==> src/design/scu_pkg.sv <==
// Shared types and constants for the selection count unit.
package scu_pkg;

    localparam int ACC_W     = 64;
    localparam int FACTOR_W  = 9;
    localparam int DIV_CNT_W = 6;
    localparam logic [DIV_CNT_W-1:0] DIV_LAST = DIV_CNT_W'(ACC_W - 1);

    typedef enum logic [3:0] {
        ST_IDLE = 4'b0001,
        ST_MUL  = 4'b0010,
        ST_DIV  = 4'b0100,
        ST_HOLD = 4'b1000
    } state_t;

endpackage

==> src/design/selection_count_unit.sv <==
// Top level of the selection count unit: sequencer, shared multiplier and serial divider.

// The unit counts the ways to fill k slots from n symbols: n^k with no flag
// set, the falling factorial with distinct, C(n+k-1,k) with nondecreasing and
// C(n,k) with both; k is saturated to MAX_SLOTS. The count is built in one
// 64-bit accumulator that is multiplied by one factor per slot; for the binomial
// modes each multiply is followed by an exact division by the step number in a
// restoring divider that produces one quotient bit per cycle and runs over all
// 64 accumulator bits for each slot. One item is worked on at a time; a new item
// is taken while the previous result still waits in the output register.
module selection_count_unit #(
    parameter int MAX_SLOTS = 8
) (
    input  logic        aclk,
    input  logic        aresetn,
    input  logic        s_tvalid,
    output logic        s_tready,
    input  logic [15:0] s_tdata,   // [7:0] symbol_count, [11:8] slot_count, zero fill above
    input  logic [1:0]  s_tuser,   // [0] nondecreasing, [1] distinct
    output logic        m_tvalid,
    input  logic        m_tready,
    output logic [63:0] m_tdata    // [63:0] selection_count
);

    localparam int CW = $clog2(MAX_SLOTS + 1);

    scu_pkg::state_t state_reg, state_next;

    logic [scu_pkg::ACC_W-1:0]     acc_reg, acc_next;
    logic [scu_pkg::FACTOR_W-1:0]  base_reg, base_next;
    logic [CW-1:0]                 k_reg, k_next;
    logic [CW-1:0]                 step_reg, step_next;
    logic [CW-1:0]                 rem_reg, rem_next;
    logic [scu_pkg::DIV_CNT_W-1:0] bit_cnt_reg, bit_cnt_next;
    logic                          dec_reg, dec_next;
    logic                          div_en_reg, div_en_next;
    logic                          m_tvalid_reg, m_tvalid_next;
    logic [scu_pkg::ACC_W-1:0]     m_tdata_reg, m_tdata_next;

    logic [7:0]                    in_n;
    logic [3:0]                    in_k;
    logic                          in_nondec;
    logic                          in_dist;
    logic [CW-1:0]                 k_sat;
    logic                          k_gt_n;
    logic                          in_zero;

    logic [CW-1:0]                 step_inc;
    logic [CW-1:0]                 divisor;
    logic [scu_pkg::FACTOR_W-1:0]  factor;
    logic [scu_pkg::ACC_W+scu_pkg::FACTOR_W-1:0] product;
    logic [CW:0]                   rem_shift;
    logic                          quo_bit;

    assign in_n      = s_tdata[7:0];
    assign in_k      = s_tdata[11:8];
    assign in_nondec = s_tuser[0];
    assign in_dist   = s_tuser[1];

    assign k_sat  = (in_k > 4'(MAX_SLOTS)) ? CW'(MAX_SLOTS) : CW'(in_k);
    assign k_gt_n = 8'(k_sat) > in_n;

    // Distinct selections need k <= n; nondecreasing ones with no symbols
    // are empty as soon as there is a slot.
    assign in_zero = (in_dist && k_gt_n) || (in_nondec && !in_dist && in_n == 8'd0
                     && k_sat != '0);

    assign step_inc = step_reg + CW'(1);
    assign divisor  = step_inc;
    assign factor   = dec_reg ? (base_reg - scu_pkg::FACTOR_W'(step_reg)) : base_reg;
    assign product  = acc_reg * factor;

    assign rem_shift = {rem_reg, acc_reg[scu_pkg::ACC_W-1]};
    assign quo_bit   = rem_shift >= {1'b0, divisor};

    always_comb begin
        state_next    = state_reg;
        acc_next      = acc_reg;
        base_next     = base_reg;
        k_next        = k_reg;
        step_next     = step_reg;
        rem_next      = rem_reg;
        bit_cnt_next  = bit_cnt_reg;
        dec_next      = dec_reg;
        div_en_next   = div_en_reg;
        m_tvalid_next = m_tvalid_reg;
        m_tdata_next  = m_tdata_reg;

        if (m_tvalid_reg && m_tready) begin
            m_tvalid_next = 1'b0;
        end

        case (state_reg)
            scu_pkg::ST_IDLE: begin
                if (s_tvalid) begin
                    acc_next    = in_zero ? '0 : scu_pkg::ACC_W'(1);
                    k_next      = k_sat;
                    step_next   = '0;
                    dec_next    = in_nondec || in_dist;
                    div_en_next = in_nondec;
                    if (in_nondec && !in_dist) begin
                        base_next = scu_pkg::FACTOR_W'(in_n) + scu_pkg::FACTOR_W'(k_sat)
                                    - scu_pkg::FACTOR_W'(1);
                    end else begin
                        base_next = scu_pkg::FACTOR_W'(in_n);
                    end
                    if (in_zero || k_sat == '0) begin
                        state_next = scu_pkg::ST_HOLD;
                    end else begin
                        state_next = scu_pkg::ST_MUL;
                    end
                end
            end
            scu_pkg::ST_MUL: begin
                acc_next = product[scu_pkg::ACC_W-1:0];
                if (div_en_reg) begin
                    rem_next     = '0;
                    bit_cnt_next = '0;
                    state_next   = scu_pkg::ST_DIV;
                end else begin
                    step_next  = step_inc;
                    state_next = (step_inc == k_reg) ? scu_pkg::ST_HOLD : scu_pkg::ST_MUL;
                end
            end
            scu_pkg::ST_DIV: begin
                // Restoring division: the dividend shifts out of the top of the
                // accumulator while quotient bits shift in at the bottom.
                acc_next     = {acc_reg[scu_pkg::ACC_W-2:0], quo_bit};
                rem_next     = quo_bit ? CW'(rem_shift - {1'b0, divisor}) : CW'(rem_shift);
                bit_cnt_next = bit_cnt_reg + scu_pkg::DIV_CNT_W'(1);
                if (bit_cnt_reg == scu_pkg::DIV_LAST) begin
                    step_next  = step_inc;
                    state_next = (step_inc == k_reg) ? scu_pkg::ST_HOLD : scu_pkg::ST_MUL;
                end
            end
            scu_pkg::ST_HOLD: begin
                if (!m_tvalid_reg || m_tready) begin
                    m_tvalid_next = 1'b1;
                    m_tdata_next  = acc_reg;
                    state_next    = scu_pkg::ST_IDLE;
                end
            end
            default: begin
                state_next = scu_pkg::ST_IDLE;
            end
        endcase
    end

    always_ff @(posedge aclk) begin
        if (!aresetn) begin
            state_reg    <= scu_pkg::ST_IDLE;
            m_tvalid_reg <= 1'b0;
        end else begin
            state_reg    <= state_next;
            m_tvalid_reg <= m_tvalid_next;
        end
        acc_reg     <= acc_next;
        base_reg    <= base_next;
        k_reg       <= k_next;
        step_reg    <= step_next;
        rem_reg     <= rem_next;
        bit_cnt_reg <= bit_cnt_next;
        dec_reg     <= dec_next;
        div_en_reg  <= div_en_next;
        m_tdata_reg <= m_tdata_next;
    end

    assign s_tready = (state_reg == scu_pkg::ST_IDLE);
    assign m_tvalid = m_tvalid_reg;
    assign m_tdata  = m_tdata_reg;

endmodule

==> config.mk <==
export PLATFORM = sky130hd
export DESIGN_NAME = selection_count_unit
export DESIGN_NICKNAME = d
export VERILOG_FILES = /design/src/design/scu_pkg.sv /design/src/design/selection_count_unit.sv
export SDC_FILE = /design/constraint.sdc
export NUM_CORES = 2
export LEC_CHECK = 0
export ABC_AREA = 1
export BUFFER_PORTS_ARGS = -buffer_cell sky130_fd_sc_hd__buf_2
export CELL_PAD_IN_SITES_DETAIL_PLACEMENT = 1
export CELL_PAD_IN_SITES_GLOBAL_PLACEMENT = 1
export CORE_UTILIZATION = 53
export CTS_CLUSTER_SIZE = 28
export DETAILED_ROUTE_END_ITERATION = 10
export PLACE_DENSITY_LB_ADDON = 0.1
export SLEW_MARGIN = 20
export SYNTH_ARGS = -nofsm -noshare
export SYNTH_HDL_FRONTEND = slang
export SYNTH_SLANG_ARGS = --single-unit
export TNS_END_PERCENT = 30
==> constraint.sdc <==
create_clock -name aclk -period 15.3 [get_ports aclk]
set_input_delay 1.53 -clock aclk [delete_from_list [all_inputs] [get_ports aclk]]
set_output_delay 1.53 -clock aclk [all_outputs]
set_load 0.01 [all_outputs]
==> flow_metrics.py <==
metrics = {
    "logic_synthesis": {
        "syn_area_um2": 23700,
        "synth-async-reset-ratio": 0,
        "synth-seq-cells": 162,
        "syn_inst": 2895,
        "ys_seq_area_frac": 0.203,
        "ys.flop_type": "edfxtp_1",
        "synth_nets": 3422,
        "synth_warnings": 0,
        "synth.avg_cell_area_um2": 8.18,
        "synth-edff-count": 157,
        "ys_types": 58,
    },
    "cts": {
        "cts_buffers": 17,
        "cts_tree": "built",
        "cts_hold_buffers": 0,
        "post_cts_buffers": 0,
        "clock_latency_ps": 520,
        "cts_buffer_depth": 2,
        "cts_sinks": 162,
        "ctsResizeCount": 0,
        "clockRootBuffer": "clkbuf_16",
        "cts.clk_slew.worst_paths_ps": 80,
        "htree_levels": 4,
    },
    "setup_path": {
        "slowest_delay_ps": 810,
        "critPathMaxFanout": 29,
        "cp-end-kind": "flip-flop",
        "r2r_slack_ps": 7330,
        "cpMaxStageDelayCell": "clkinv_1",
        "start_kind": "flip-flop",
        "critPathArrivalTime_ps": 8200,
        "cp-endpoint": "acc_reg[46]$_DFFE_PP_",
        "path_class": "flip-flop to flip-flop",
        "rr_worst_depth": 30,
        "regToRegStartpoint": "step_reg[0]$_SDFFCE_PN0P_",
        "critical_path_required_ps": 15540,
        "crit_path_start": "step_reg[0]$_SDFFCE_PN0P_",
        "cp_common_cell": "inv_1",
        "r2r_end": "acc_reg[46]$_DFFE_PP_",
    },
    "drt": {
        "drt_iter0_drc": 1207,
        "vias_per_cell": 5.58,
        "wl_per_cell_um": 20.6,
        "postRouteAntennaNets": 0,
        "dr.pass1.iters": 7,
        "vias": 19800,
        "drc": 0,
        "drt_wl_total_um": 72900,
    },
    "global_routing": {
        "grt-ovfl-total": 0,
        "grt_max_degree": 65,
        "grt_pass1_vias": 22300,
        "antenna_found_initial": 0,
        "grt_pass1_wl_um": 118000,
        "grt_usage": 0.341,
    },
    "die": {
        "std_cell_rows": 77,
        "start_util": 0.537,
        "dieHeight_um": 213,
        "die-area_um2": 45600,
        "coreArea_um2": 44100,
        "dieWidth_um": 213,
        "io_pins": 88,
    },
    "timing": {
        "fmaxAchievable_mhz": 126,
        "finalCritPeriodShare": 0.521,
        "hold_viol": 0,
        "finClkSkew_ps": 16.7,
        "rsz0062_at_grt": "false",
        "max_slew.worst_pin.slew_ps": 1070,
        "report.final.slew_viol_count": 0,
        "max_slew_margin": 0.284,
        "layout_min_cycle_time_ps": 7970,
        "finalWorstSetupSlack_ps": 7330,
        "tns_ps": 0,
        "setup_violations": 0,
    },
    "cells_and_area": {
        "nets": 3467,
        "fillerInstances": 5462,
        "diodes": 0,
        "post-route-cell-area_um2": 25300,
        "area_delta_synth_final_pct": 6.60,
        "drive_gt1_frac": 0.0681,
    },
    "placement": {
        "io_buffers": 83,
        "hpwl_um": 57000,
        "dpl_worst_slack_ps": 7500,
        "gp_congestion": 0.936,
        "placed_area_um2": 24700,
    },
    "run_status": {
        "status": "finished clean",
    },
    "job": {
        "drv_cap": 0,
    },
    "min_path": {
        "hold_path_class": "flip-flop to flip-flop",
    },
}
==> cells in the mapped netlist, types with 3 or more instances <==
library cell	number	area share
a21o_1	9	0.0029
a21oi_1	120	0.025
a21oi_2	3	0.0011
a221oi_1	6	0.0022
buf_2	7	0.0015
clkbuf_1	60	0.0095
clkinv_1	5	0.00079
dfxtp_1	5	0.0042
edfxtp_1	157	0.20
fa_1	406	0.34
ha_1	99	0.052
inv_1	682	0.11
inv_2	9	0.0014
nand2_1	465	0.074
nand2_2	15	0.0040
nand2_4	4	0.0019
nand3_1	69	0.015
nand3b_1	4	0.0013
nand4_1	12	0.0032
nor2_1	484	0.077
nor2_2	7	0.0018
nor3_1	17	0.0036
nor3_2	4	0.0017
nor4_1	8	0.0021
o211ai_1	5	0.0016
o21a_1	4	0.0013
o21ai_0	110	0.023
o21ai_1	18	0.0038
o21ai_2	7	0.0026
o21bai_1	8	0.0025
o22ai_1	22	0.0058
o31ai_1	3	0.00095
or2_1	5	0.0013
or2_2	4	0.0011
xnor2_1	10	0.0037
xor2_1	11	0.0041
==> stage by stage <==
| step | utilization | hold slack [ps] | cells |
|---|---|---|---|
| finish | 0.572 | 544 | 3545 |
| global route | 0.572 | 565 | 3545 |
| CTS | 0.572 | 543 | 3545 |
| detailed placement | 0.560 | 526 | 3513 |
| global placement | 0.560 | 524 | 3513 |
| floorplan | - | 424 | 2895 |
==> how the worst min path moves through the flow <==
stage / start / slack, ps / cells past startpoint / to
after floorplan: acc_reg[52]$_DFFE_PP_ / 420 / 0 / m_tdata[52]$_DFFE_PP_
after global placement: acc_reg[26]$_DFFE_PP_ / 520 / 0 / m_tdata[26]$_DFFE_PP_
after detailed placement: acc_reg[23]$_DFFE_PP_ / 530 / 0 / m_tdata[23]$_DFFE_PP_
after CTS: acc_reg[23]$_DFFE_PP_ / 540 / 0 / m_tdata[23]$_DFFE_PP_
after global routing: acc_reg[24]$_DFFE_PP_ / 560 / 0 / m_tdata[24]$_DFFE_PP_
final: acc_reg[23]$_DFFE_PP_ / 540 / 0 / m_tdata[23]$_DFFE_PP_
==> per-layer routing <==
layer / global-route usage / vias to the layer above / share of wire / wire (um)
li1: - / 8839 / - / -
met1: 0.420 / 10200 / 0.41 / 30100
met2: 0.598 / 560 / 0.51 / 37200
met3: 0.0587 / 168 / 0.046 / 3350
met4: 0.128 / 0 / 0.031 / 2280
met5: 0 / - / 0 / 0
==> kinds of logic after synthesis <==
group,share of synthesized area
AND/OR/NAND/NOR,0.190
adder cells (fa/ha/maj),0.395
AO/OA/AOI/OAI,0.0810
flip-flops,0.203
XOR/XNOR,0.00776
buffers and inverters,0.122
==> critical path: cells and delay by family, from the launching register on <==
kind            cells  cell delay (ps)
simple gates       11             1570
buf+inv             8             1860
flops               1              500
compound gates      4              800
fa+ha+maj           7             2950
==> layout by cell type, fill, tap and decap left out, types with 9 or more instances in the layout <==
master,instances
nor3_1,16
o21ai_0,110
fa_1,406
inv_1,679
xnor2_1,10
nand4_1,12
clkbuf_16,17
inv_2,14
xor2_1,11
o21ai_1,18
edfxtp_1,157
a21oi_1,120
buf_4,13
nor2_1,482
o22ai_1,22
nand2_2,15
buf_2,83
a21o_1,9
nand3_1,69
ha_1,99
nand2_1,465
==> final cells by class <==
class / instances / area, um2 / area share
Clock buffer: 17 / 425 / 0.0168
Multi-Input combinational cell: 1966 / 16000 / 0.634
Timing Repair Buffer: 96 / 513 / 0.0203
Clock inverter: 15 / 141 / 0.00560
Tap cell: 592 / 741 / 0.0293
Inverter: 697 / 2620 / 0.104
Sequential cell: 162 / 4810 / 0.191
Power is left out: the tool's default activity adds up to more than one toggle a clock period on the data nets, which glitch-free logic cannot reach.
